==> config.mk <==
export PLATFORM = sky130hd
export DESIGN_NAME = psrl_alu
export DESIGN_NICKNAME = d
export VERILOG_FILES = /design/src/rtl/psrl_pkg.sv /design/src/rtl/psrl_alu.sv
export SDC_FILE = /design/constraint.sdc
export NUM_CORES = 1
export LEC_CHECK = 0
export BUFFER_PORTS_ARGS = -buffer_cell sky130_fd_sc_hd__buf_2
export CAP_MARGIN = 15
export CORE_MARGIN = 3
export CORE_UTILIZATION = 30
export DETAILED_ROUTE_END_ITERATION = 10
export PLACE_DENSITY_LB_ADDON = 0.2
export SLEW_MARGIN = 20
export SYNTH_ARGS = -nofsm -noshare
export SYNTH_HDL_FRONTEND = slang
export SYNTH_SLANG_ARGS = --single-unit
==> constraint.sdc <==
create_clock -name vclk -period 8.4
set_clock_uncertainty 0.1 [all_clocks]
set_input_delay 1.68 -clock vclk [all_inputs]
set_output_delay 1.68 -clock vclk [all_outputs]
set_load 0.005 [all_outputs]
==> src/rtl/psrl_pkg.sv <==
// Package with the shared types and codes of the per-source connection rate limiter.
`timescale 1ns / 1ps
`default_nettype none

package psrl_pkg;

   // Field widths fixed by the interface.
   localparam int ADDR_BITS     = 32;
   localparam int NOW_BITS      = 48;
   localparam int COUNT_BITS    = 8;
   localparam int CSR_IDX_BITS  = 3;
   localparam int CSR_DATA_BITS = 32;
   localparam int PENALTY_BITS  = 16;
   localparam int WINDOW_BITS   = 16;
   localparam int LIMIT_BITS    = 8;
   localparam int DURATION_BITS = 20;

   // Register reset values.
   localparam logic [PENALTY_BITS-1:0]  PENALTY_RESET  = 16'd250;
   localparam logic [WINDOW_BITS-1:0]   WINDOW_RESET   = 16'd5000;
   localparam logic [LIMIT_BITS-1:0]    LIMIT_RESET    = 8'd5;
   localparam logic [WINDOW_BITS-1:0]   FAST_RESET     = 16'd500;
   localparam logic [DURATION_BITS-1:0] DURATION_RESET = 20'd3000;

   typedef enum logic [CSR_IDX_BITS-1:0] {
      CSR_PENALTY  = 3'd0,
      CSR_WINDOW   = 3'd1,
      CSR_LIMIT    = 3'd2,
      CSR_FAST     = 3'd3,
      CSR_DURATION = 3'd4
   } csr_index_type;

   typedef enum logic [2:0] {
      VERDICT_TRACKED   = 3'd0,
      VERDICT_BLOCKED   = 3'd1,
      VERDICT_NEW_BLOCK = 3'd2,
      VERDICT_NEW_ENTRY = 3'd3,
      VERDICT_UNTRACKED = 3'd4
   } verdict_type;

   typedef enum logic {
      ALU_ADD,
      ALU_SUB
   } alu_op_type;

   typedef enum logic [3:0] {
      ST_IDLE,
      ST_SCAN,
      ST_CHECK,
      ST_PENALTY,
      ST_GAP,
      ST_WINDOW,
      ST_FAST,
      ST_COUNT,
      ST_BLOCK,
      ST_FINISH
   } state_type;

   typedef struct packed {
      logic [ADDR_BITS-1:0] client_ip;
      logic [NOW_BITS-1:0]  now_ms;
   } req_type;

   typedef struct packed {
      logic        accepted;
      verdict_type verdict;
   } rsp_type;

endpackage

`default_nettype wire

==> src/rtl/psrl_alu.sv <==
// Shared time adder and subtractor with carry or borrow out.
`timescale 1ns / 1ps
`default_nettype none

module psrl_alu #(
   parameter int WIDTH = 48
) (
   input  wire psrl_pkg::alu_op_type op,
   input  wire logic [WIDTH-1:0]     a,
   input  wire logic [WIDTH-1:0]     b,
   output logic [WIDTH-1:0]          result,
   output logic                      carry
);
   import psrl_pkg::*;

   logic [WIDTH:0] wide;

   // On a subtract, carry is the borrow: it is set when b is greater than a.
   always_comb begin
      if (op == ALU_ADD) begin
         wide = {1'b0, a} + {1'b0, b};
      end else begin
         wide = {1'b0, a} - {1'b0, b};
      end
   end

   assign result = wide[WIDTH-1:0];
   assign carry  = wide[WIDTH];

endmodule

`default_nettype wire

# --- Word level (Yosys, flattened, before mapping) ---
# Cells that the tools add are included.
totals:
  wordCells: 3
  ff_bits: 0
  in_bits: 97
  out_inout_bits: 49
classes:
  add_sub_neg: 2
  mux: 1
ops:
  columns: ["operator", "n"]
  rows:
  - ["$add 48x48->49", 1]
  - ["$mux 49", 1]
  - ["$sub 48x48->49", 1]

# --- Longest topological paths before layout ---
# Gate-level depths: netlist (run 1).
depth:
  depth_word: 2
  ltp_mapped: 20
  ltp_nobuf: 18

# --- Worst setup path after synthesis (run 1) ---
# No wires, ideal clock.
synth_timing:
  kind: "input port to output port"
  from: "input b[10]"
  to: "output result[46]"
  arrival_ps: 5474
  cell_stages: 17
  setup_slack_ps: 1146
  path_buffers: 1
  required_time_ps: 6620
  cell_sequence: "or4_4 or3_4 nor3_2 and2_2 nand3_2 nor2_4 a21oi_1 xnor2_1 ha_1 and2_1 and3_1 and3_1 clkbuf_1 nand2_1 or3_1 nand4_1 or3b_1"
synth_between:
  elab_chain_len: 2
  word_cells_on_any_way: 3
  classes_between: "add/sub (2); mux (1)"
synth_lines:
  columns: ["element", "line", "source"]
  rows:
  - ["from (decl)", "psrl_alu.sv:10", "input wire logic [WIDTH-1:0] b,"]
  - ["$add 48x48->49 / $sub 48x48->49 (equally long branches)", "psrl_alu.sv:21, psrl_alu.sv:23", null]
  - ["$mux 49 *", "psrl_alu.sv:20", "if (op == ALU_ADD) begin"]
  - ["to (decl)", "psrl_alu.sv:11", "output logic [WIDTH-1:0] result,"]
# Mark *: on every way between the ends. The rest lies on a longest branch, timed or not.

# --- Worst setup path in the final report (run 1) ---
# Ends and elaborated chain as after synthesis.

==> key figures, run 1 <==
Route
  – Post-route ant nets: 0
  – Routed via count: 4919
  – DRC violations left: 0
  – WL final: 14.50 mm
  – Routed vias/inst: 5.417
  – Mean routed wirelength per cell: 15.97 um
  – Initial DRC count: 400
  – 1st-pass router iterations: 5

CTS
  – Setup Buffers After CTS: 0
  – Cts repair resizes: 0
  – Hold_buf cts: 0

Timing
  – Peak Freq: 125.6 MHz
  – RSZ-0062 raised after global routing: false
  – Max-Slew Margin vs Limit: 48.38%
  – Setup_tns: 0 ns
  – Final Cycle Share: 94.79%
  – Period minus WS final: 7.962 ns
  – Worst-Margin Slew: 0.7547 ns
  – Max-slew violations: 0
  – Hold Vio Cnt, Final: 0
  – Final setup fails: 0

Worst setup path
  – Buf/Inv on CP: 2
  – Slowest Stage Delay on Critical Path: 0.54 ns
  – Worst path required time: 6.62 ns
  – Crit start category: primary input
  – Critical path's slowest cell: or4_4
  – Worst-path maximum fanout: 9
  – Critical Path AT: 6.18 ns
  – CP delay by family, top: simple AND/OR/NAND/NOR gates
  – Critical path type: primary input to output pin
  – CP cell instances: buf_2 -> or4_4 -> or3_4 -> nor3_2 -> and2_2 -> nand3_2 -> nor2_4 -> a21oi_1 -> xnor2_1 -> ha_1 -> and2_1 -> and3_1 -> and3_1 -> nand2_1 -> or3_1 -> nand4_1 -> or3b_1 -> buf_2
  – Worst setup EP type: output pin

Power
  – Leakage: 2.223 nW
  – Tot Pwr: 0.0005304 W
  – Max VDD drop: 46.61 uV
  – Pwr Density: 108.0 nW/um^2

Final layout
  – Clock Buffer Count: 0
  – P&R area growth vs syn: 21.44%
  – Final non-filler cell total: 908
  – Layout cells sized above 1: 23.64%
  – Number of flip-flops and latches: 0
  – FF+latch area: 0 sq um
  – Nets@finish: 885
  – Number of diodes: 0

Place
  – Placer congestion estimate: 1.036
  – Placed Cells: 908
  – Port-buffer cells: 146
  – Final HPWL DP: 12.70 mm

Min path
  – Hold Path Stages: 3
  – Hold Crit Start: a[1]
  – Worst hold endpoint: result[1]
  – HP Class: primary input to output pin

Yosys
  – Syn. warnings: 0
  – Sequential share of the synthesized area: 0%
  – Avg Inst Size Synth: 6.588 sq um
  – Post-Syn Area: 4045 sq um
  – Net Count, Synth: 761
  – Distinct cell type count after synthesis: 66
  – Cell count after synthesis: 614

Global routing
  – Total GRT Usage: 18.35%
  – Largest net degree at the start of global routing: 36
  – Initial antenna violation count: 1
  – Global-route wire length before repair: 22.60 mm
  – GR Overflow Total: 0
  – Vias in the first global route: 4646

Floorplanning
  – Width of the chip: 122.1 um
  – Ports: 146
  – Die area: 14910 sq um
  – Row count: 41
  – Core area: 12880 sq um
  – Initial core utilization: 31.42%
  – Die H: 122.1 um

Job
  – Max-Cap Viols: 0

Outcome
  – Status: completed
cell families after synthesis:
logic type	share of synthesized area [%]
AO/OA/AOI/OAI	32.51
XOR/XNOR	18.84
adder cells (fa/ha/maj)	15.65
buffers and inverters	4.732
multiplexers	0.4949
AND/OR/NAND/NOR	27.78
worst min-delay path, delay by kind of cell:
kind	cells	cell delay [ns]
buffers and inverters	2	0.22
adder cells (fa/ha/maj)	1	0.17
layout by cell type (no fill, tap or decap), types with 3 or more instances in the layout:
master / netlist / layout
nor2b_1: 4 / 4
o21bai_1: 12 / 12
a211oi_2: 3 / 3
a21o_1: 21 / 21
a31oi_1: 18 / 18
nor4_1: 8 / 8
a211o_1: 3 / 3
nor4_2: 3 / 3
or2_2: 3 / 3
nand4_1: 15 / 15
xnor2_1: 69 / 69
buf_4: 0 / 4
o21a_1: 4 / 4
or3_1: 3 / 3
and2_1: 4 / 4
nor3_1: 24 / 24
xor2_1: 18 / 18
nor3b_1: 3 / 3
nand2_1: 46 / 46
and3_1: 7 / 7
buf_2: 3 / 146
nand3_1: 12 / 12
a21oi_1: 82 / 82
nand2b_1: 4 / 4
a221oi_1: 3 / 3
o2111a_1: 3 / 3
o21ai_0: 30 / 30
nor2_1: 69 / 69
ha_1: 49 / 49
inv_1: 22 / 22
per-layer routing:
| metal | vias up | wire (um) | GRT usage (%) |
|---|---|---|---|
| met5 | - | 12 | 0 |
| met4 | 2 | 237 | 3.219 |
| met3 | 18 | 1096 | 2.043 |
| met2 | 189 | 6516 | 30.25 |
| met1 | 2206 | 6639 | 26.05 |
| li1 | 2504 | - | - |
synthesized netlist by cell type, types with 3 or more instances:
master | n | area [sq um]
and3_1 | 7 | 43.79
buf_1 | 3 | 11.26
nand2b_1 | 4 | 25.02
a211oi_2 | 3 | 37.54
a21oi_1 | 82 | 410.4
o21ai_0 | 30 | 150.1
inv_1 | 22 | 82.58
clkbuf_1 | 22 | 82.58
o2111a_1 | 3 | 33.78
or3_1 | 3 | 18.77
nor2_1 | 69 | 259.0
nand3_1 | 12 | 60.06
and2_1 | 4 | 25.02
buf_2 | 3 | 15.01
nand4_1 | 15 | 93.84
a31oi_1 | 18 | 112.6
a221oi_1 | 3 | 26.28
nand2_1 | 46 | 172.7
nor4_2 | 3 | 37.54
a211o_1 | 3 | 26.28
nor3b_1 | 3 | 22.52
nor4_1 | 8 | 50.05
o21bai_1 | 12 | 90.09
ha_1 | 49 | 613.1
nor2b_1 | 4 | 25.02
o21a_1 | 4 | 30.03
xor2_1 | 18 | 157.7
nor3_1 | 24 | 120.1
or2_2 | 3 | 18.77
a21o_1 | 21 | 157.7
xnor2_1 | 69 | 604.3
metrics by stage:
stage,area (sq um),utilization (%),hold WS [ns],setup slack [ns]
3_3_place_gp,4912,38.15,3.628,0.5083
4_1_cts,4912,38.15,3.647,0.4417
2_1_floorplan,4045,-,3.391,1.146
6_report,4912,38.15,3.641,0.4380
3_5_place_dp,4912,38.15,3.631,0.4628
5_1_grt,4912,38.15,3.668,0.1165
how the worst max path moves through the flow:
stage          startpoint    endpoint  slack (ns)  cells past startpoint
6_report            b[10]  result[46]        0.44                     18
5_1_grt             b[10]  result[39]        0.12                     18
4_1_cts             b[10]  result[46]        0.44                     18
3_5_place_dp        b[10]  result[46]        0.46                     18
3_3_place_gp        b[10]  result[46]        0.51                     18
2_1_floorplan       b[10]  result[46]        1.15                     17
cell type report:
class                           instances  area (sq um)
Tap cell                              172         215.2
Inverter                               22         82.58
Multi-Input combinational cell        564          3854
Timing Repair Buffer                  150         760.7
Fill cell                            1456          7964
power breakdown:
group	internal (W)	switching, W
Sequential	0	0
Combinational	0.000232	0.000298
Clock	0	0
Total	0.000232	0.000298
(Power assumes the default switching activity.)
==> run 2: changes to the inputs <==
--- a/config.mk
+++ b/config.mk
@@ -7,8 +7,7 @@
 export LEC_CHECK = 0
 export BUFFER_PORTS_ARGS = -buffer_cell sky130_fd_sc_hd__buf_2
 export CAP_MARGIN = 15
-export CORE_MARGIN = 3
-export CORE_UTILIZATION = 30
+export CORE_UTILIZATION = 29
 export DETAILED_ROUTE_END_ITERATION = 10
 export PLACE_DENSITY_LB_ADDON = 0.2
 export SLEW_MARGIN = 20
==> run 2 against run 1 <==
Compared with the run above: first-iteration DRC count down 9.5%; setup slack worse by 0.056 ns; total power up 0.18%; cell count increased by 0.44%; routed wire length is 0.28% lower; highest routed layer is now met4.
==> key figures, run 2 (synthesized netlist as in run 1, its figures left out) <==
Outcome
  – Status: completed (unchanged)

Worst setup path
  – Worst path required time: 6.62 ns (about the same)
  – Critical path type: primary input to output pin (unchanged)
  – CP cell instances: buf_2 -> or4_4 -> or3_4 -> nor3_2 -> and2_2 -> nand3_2 -> nor2_4 -> a21oi_1 -> xnor2_1 -> ha_1 -> and2_1 -> and3_1 -> and3_1 -> nand2_1 -> or3_1 -> nand4_1 -> or3b_1 -> buf_2 (unchanged)
  – Buf/Inv on CP: 2 (unchanged)
  – WP depth: 18 (unchanged)
  – Worst setup path endpoint: result[46] (unchanged)
  – Critical Path AT: 6.24 ns (was 6.18 ns)
  – Slowest Stage Delay on Critical Path: 0.54 ns (about the same)
  – Crit path from: b[10] (unchanged)
  – Worst-path maximum fanout: 9 (unchanged)
  – CP delay by family, top: simple AND/OR/NAND/NOR gates (unchanged)
  – Critical path's slowest cell: or4_4 (unchanged)
  – Crit start category: primary input (unchanged)
  – Worst setup EP type: output pin (unchanged)

Floorplanning
  – Core area: 13400 sq um (was 12880 sq um)
  – Width of the chip: 120.1 um (was 122.1 um)
  – Die H: 120.1 um (was 122.1 um)
  – Initial core utilization: 30.19% (was 31.42%)
  – Die area: 14430 sq um (was 14910 sq um)
  – Ports: 146 (unchanged)
  – Row count: 42 (was 41)

Timing
  – Setup_tns: 0 ns (unchanged)
  – Peak Freq: 124.7 MHz (was 125.6 MHz)
  – RSZ-0062 raised after global routing: false (unchanged)
  – Period minus WS final: 8.018 ns (was 7.962 ns)
  – Max-Slew Margin vs Limit: 49.96% (was 48.38%)
  – Final Cycle Share: 95.46% (was 94.79%)
  – Worst-Margin Slew: 0.7317 ns (was 0.7547 ns)
  – Hold Vio Cnt, Final: 0 (unchanged)
  – Max-slew violations: 0 (unchanged)
  – Final setup fails: 0 (unchanged)

Route
  – Initial DRC count: 362 (was 400)
  – Post-route ant nets: 0 (unchanged)
  – Routed via count: 4936 (was 4919)
  – Routed vias/inst: 5.412 (was 5.417)
  – WL final: 14.46 mm (was 14.50 mm)
  – 1st-pass router iterations: 7 (was 5)
  – DRC violations left: 0 (unchanged)
  – Mean routed wirelength per cell: 15.86 um (was 15.97 um)

Power
  – Tot Pwr: 0.0005313 W (was 0.0005304 W)
  – Max VDD drop: 42.29 uV (was 46.61 uV)
  – Pwr Density: 108.1 nW/um^2 (was 108.0 nW/um^2)
  – Leakage: 2.223 nW (unchanged)

Global routing
  – Largest net degree at the start of global routing: 31 (was 36)
  – Total GRT Usage: 19.12% (was 18.35%)
  – Initial antenna violation count: 0 (was 1)
  – GR Overflow Total: 0 (unchanged)
  – Vias in the first global route: 4573 (was 4646)
  – Global-route wire length before repair: 22.51 mm (was 22.60 mm)

Final layout
  – Most frequent cells in the layout: 146 x buf_2, 82 x a21oi_1, 69 x nor2_1, 69 x xnor2_1, 49 x ha_1 (unchanged)
  – Most common cell after layout, fill and taps aside: buf_2 (unchanged)
  – Number of flip-flops and latches: 0 (unchanged)
  – P&R area growth vs syn: 21.56% (was 21.44%)
  – FF+latch area: 0 sq um (unchanged)
  – Layout cells sized above 1: 23.64% (unchanged)
  – Number of diodes: 0 (unchanged)
  – Clock Buffer Count: 0 (unchanged)
  – Nets@finish: 885 (unchanged)

CTS
  – Setup Buffers After CTS: 0 (unchanged)
  – Cts repair resizes: 0 (unchanged)
  – Hold_buf cts: 0 (unchanged)

Place
  – Placer congestion estimate: 0.9780 (was 1.036)
  – Port-buffer cells: 146 (unchanged)
  – Final HPWL DP: 12.64 mm (was 12.70 mm)

Job
  – Max-Cap Viols: 0 (unchanged)

Min path
  – HP Class: primary input to output pin (unchanged)
run 2: through the flow:
| stage | cells | hold slack [ns] | instance area, sq um | util [%] | worst slack [ns] |
|---|---|---|---|---|---|
| floorplan | 614 | 3.391 | 4045 | - | 1.146 |
| CTS | 912 | 3.644 | 4917 | 36.69 | 0.4166 |
| global route | 912 | 3.665 | 4917 | 36.69 | 0.1530 |
| global placement | 912 | 3.630 | 4917 | 36.69 | 0.5093 |
| detailed placement | 912 | 3.643 | 4917 | 36.69 | 0.4439 |
| finish | 912 | 3.636 | 4917 | 36.69 | 0.3816 |
run 2: cell type report:
class,instances,area (sq um)
fill,1498,8483
multi-input combinational,564,3854
timing repair buffer,150,760.7
tap,176,220.2
inverter,22,82.58
run 2: tightest hold or removal path, delay by kind of cell:
family                   cells  cell delay [ns]
adder cells (fa/ha/maj)      1             0.12
buffers and inverters        3             0.25
run 2: worst min-delay path by stage:
stage | from | slack, ns | to | depth (start not counted)
CTS | b[0] | 3.64 | result[0] | 4
global placement | b[0] | 3.63 | result[0] | 4
finish | b[0] | 3.64 | result[0] | 4
floorplan | b[0] | 3.39 | result[0] | 2
detailed placement | b[0] | 3.64 | result[0] | 4
global route | b[0] | 3.66 | result[0] | 4
run 2: metal layers:
| metal | GRT usage, % | vias up | part of all wire, % |
|---|---|---|---|
| met5 | 0 | - | 0 |
| met4 | 2.656 | 0 | 1.6 |
| met3 | 0.9981 | 21 | 6.3 |
| met2 | 31.68 | 178 | 45 |
| met1 | 27.57 | 2234 | 48 |
| li1 | - | 2503 | - |
run 2: power breakdown:
group / leakage (nW) / switching, W / total (W) / internal, W
logic: 2.22 / 0.000299 / 0.000531 / 0.000232
registers: 0 / 0 / 0 / 0
clock network: 0 / 0 / 0 / 0
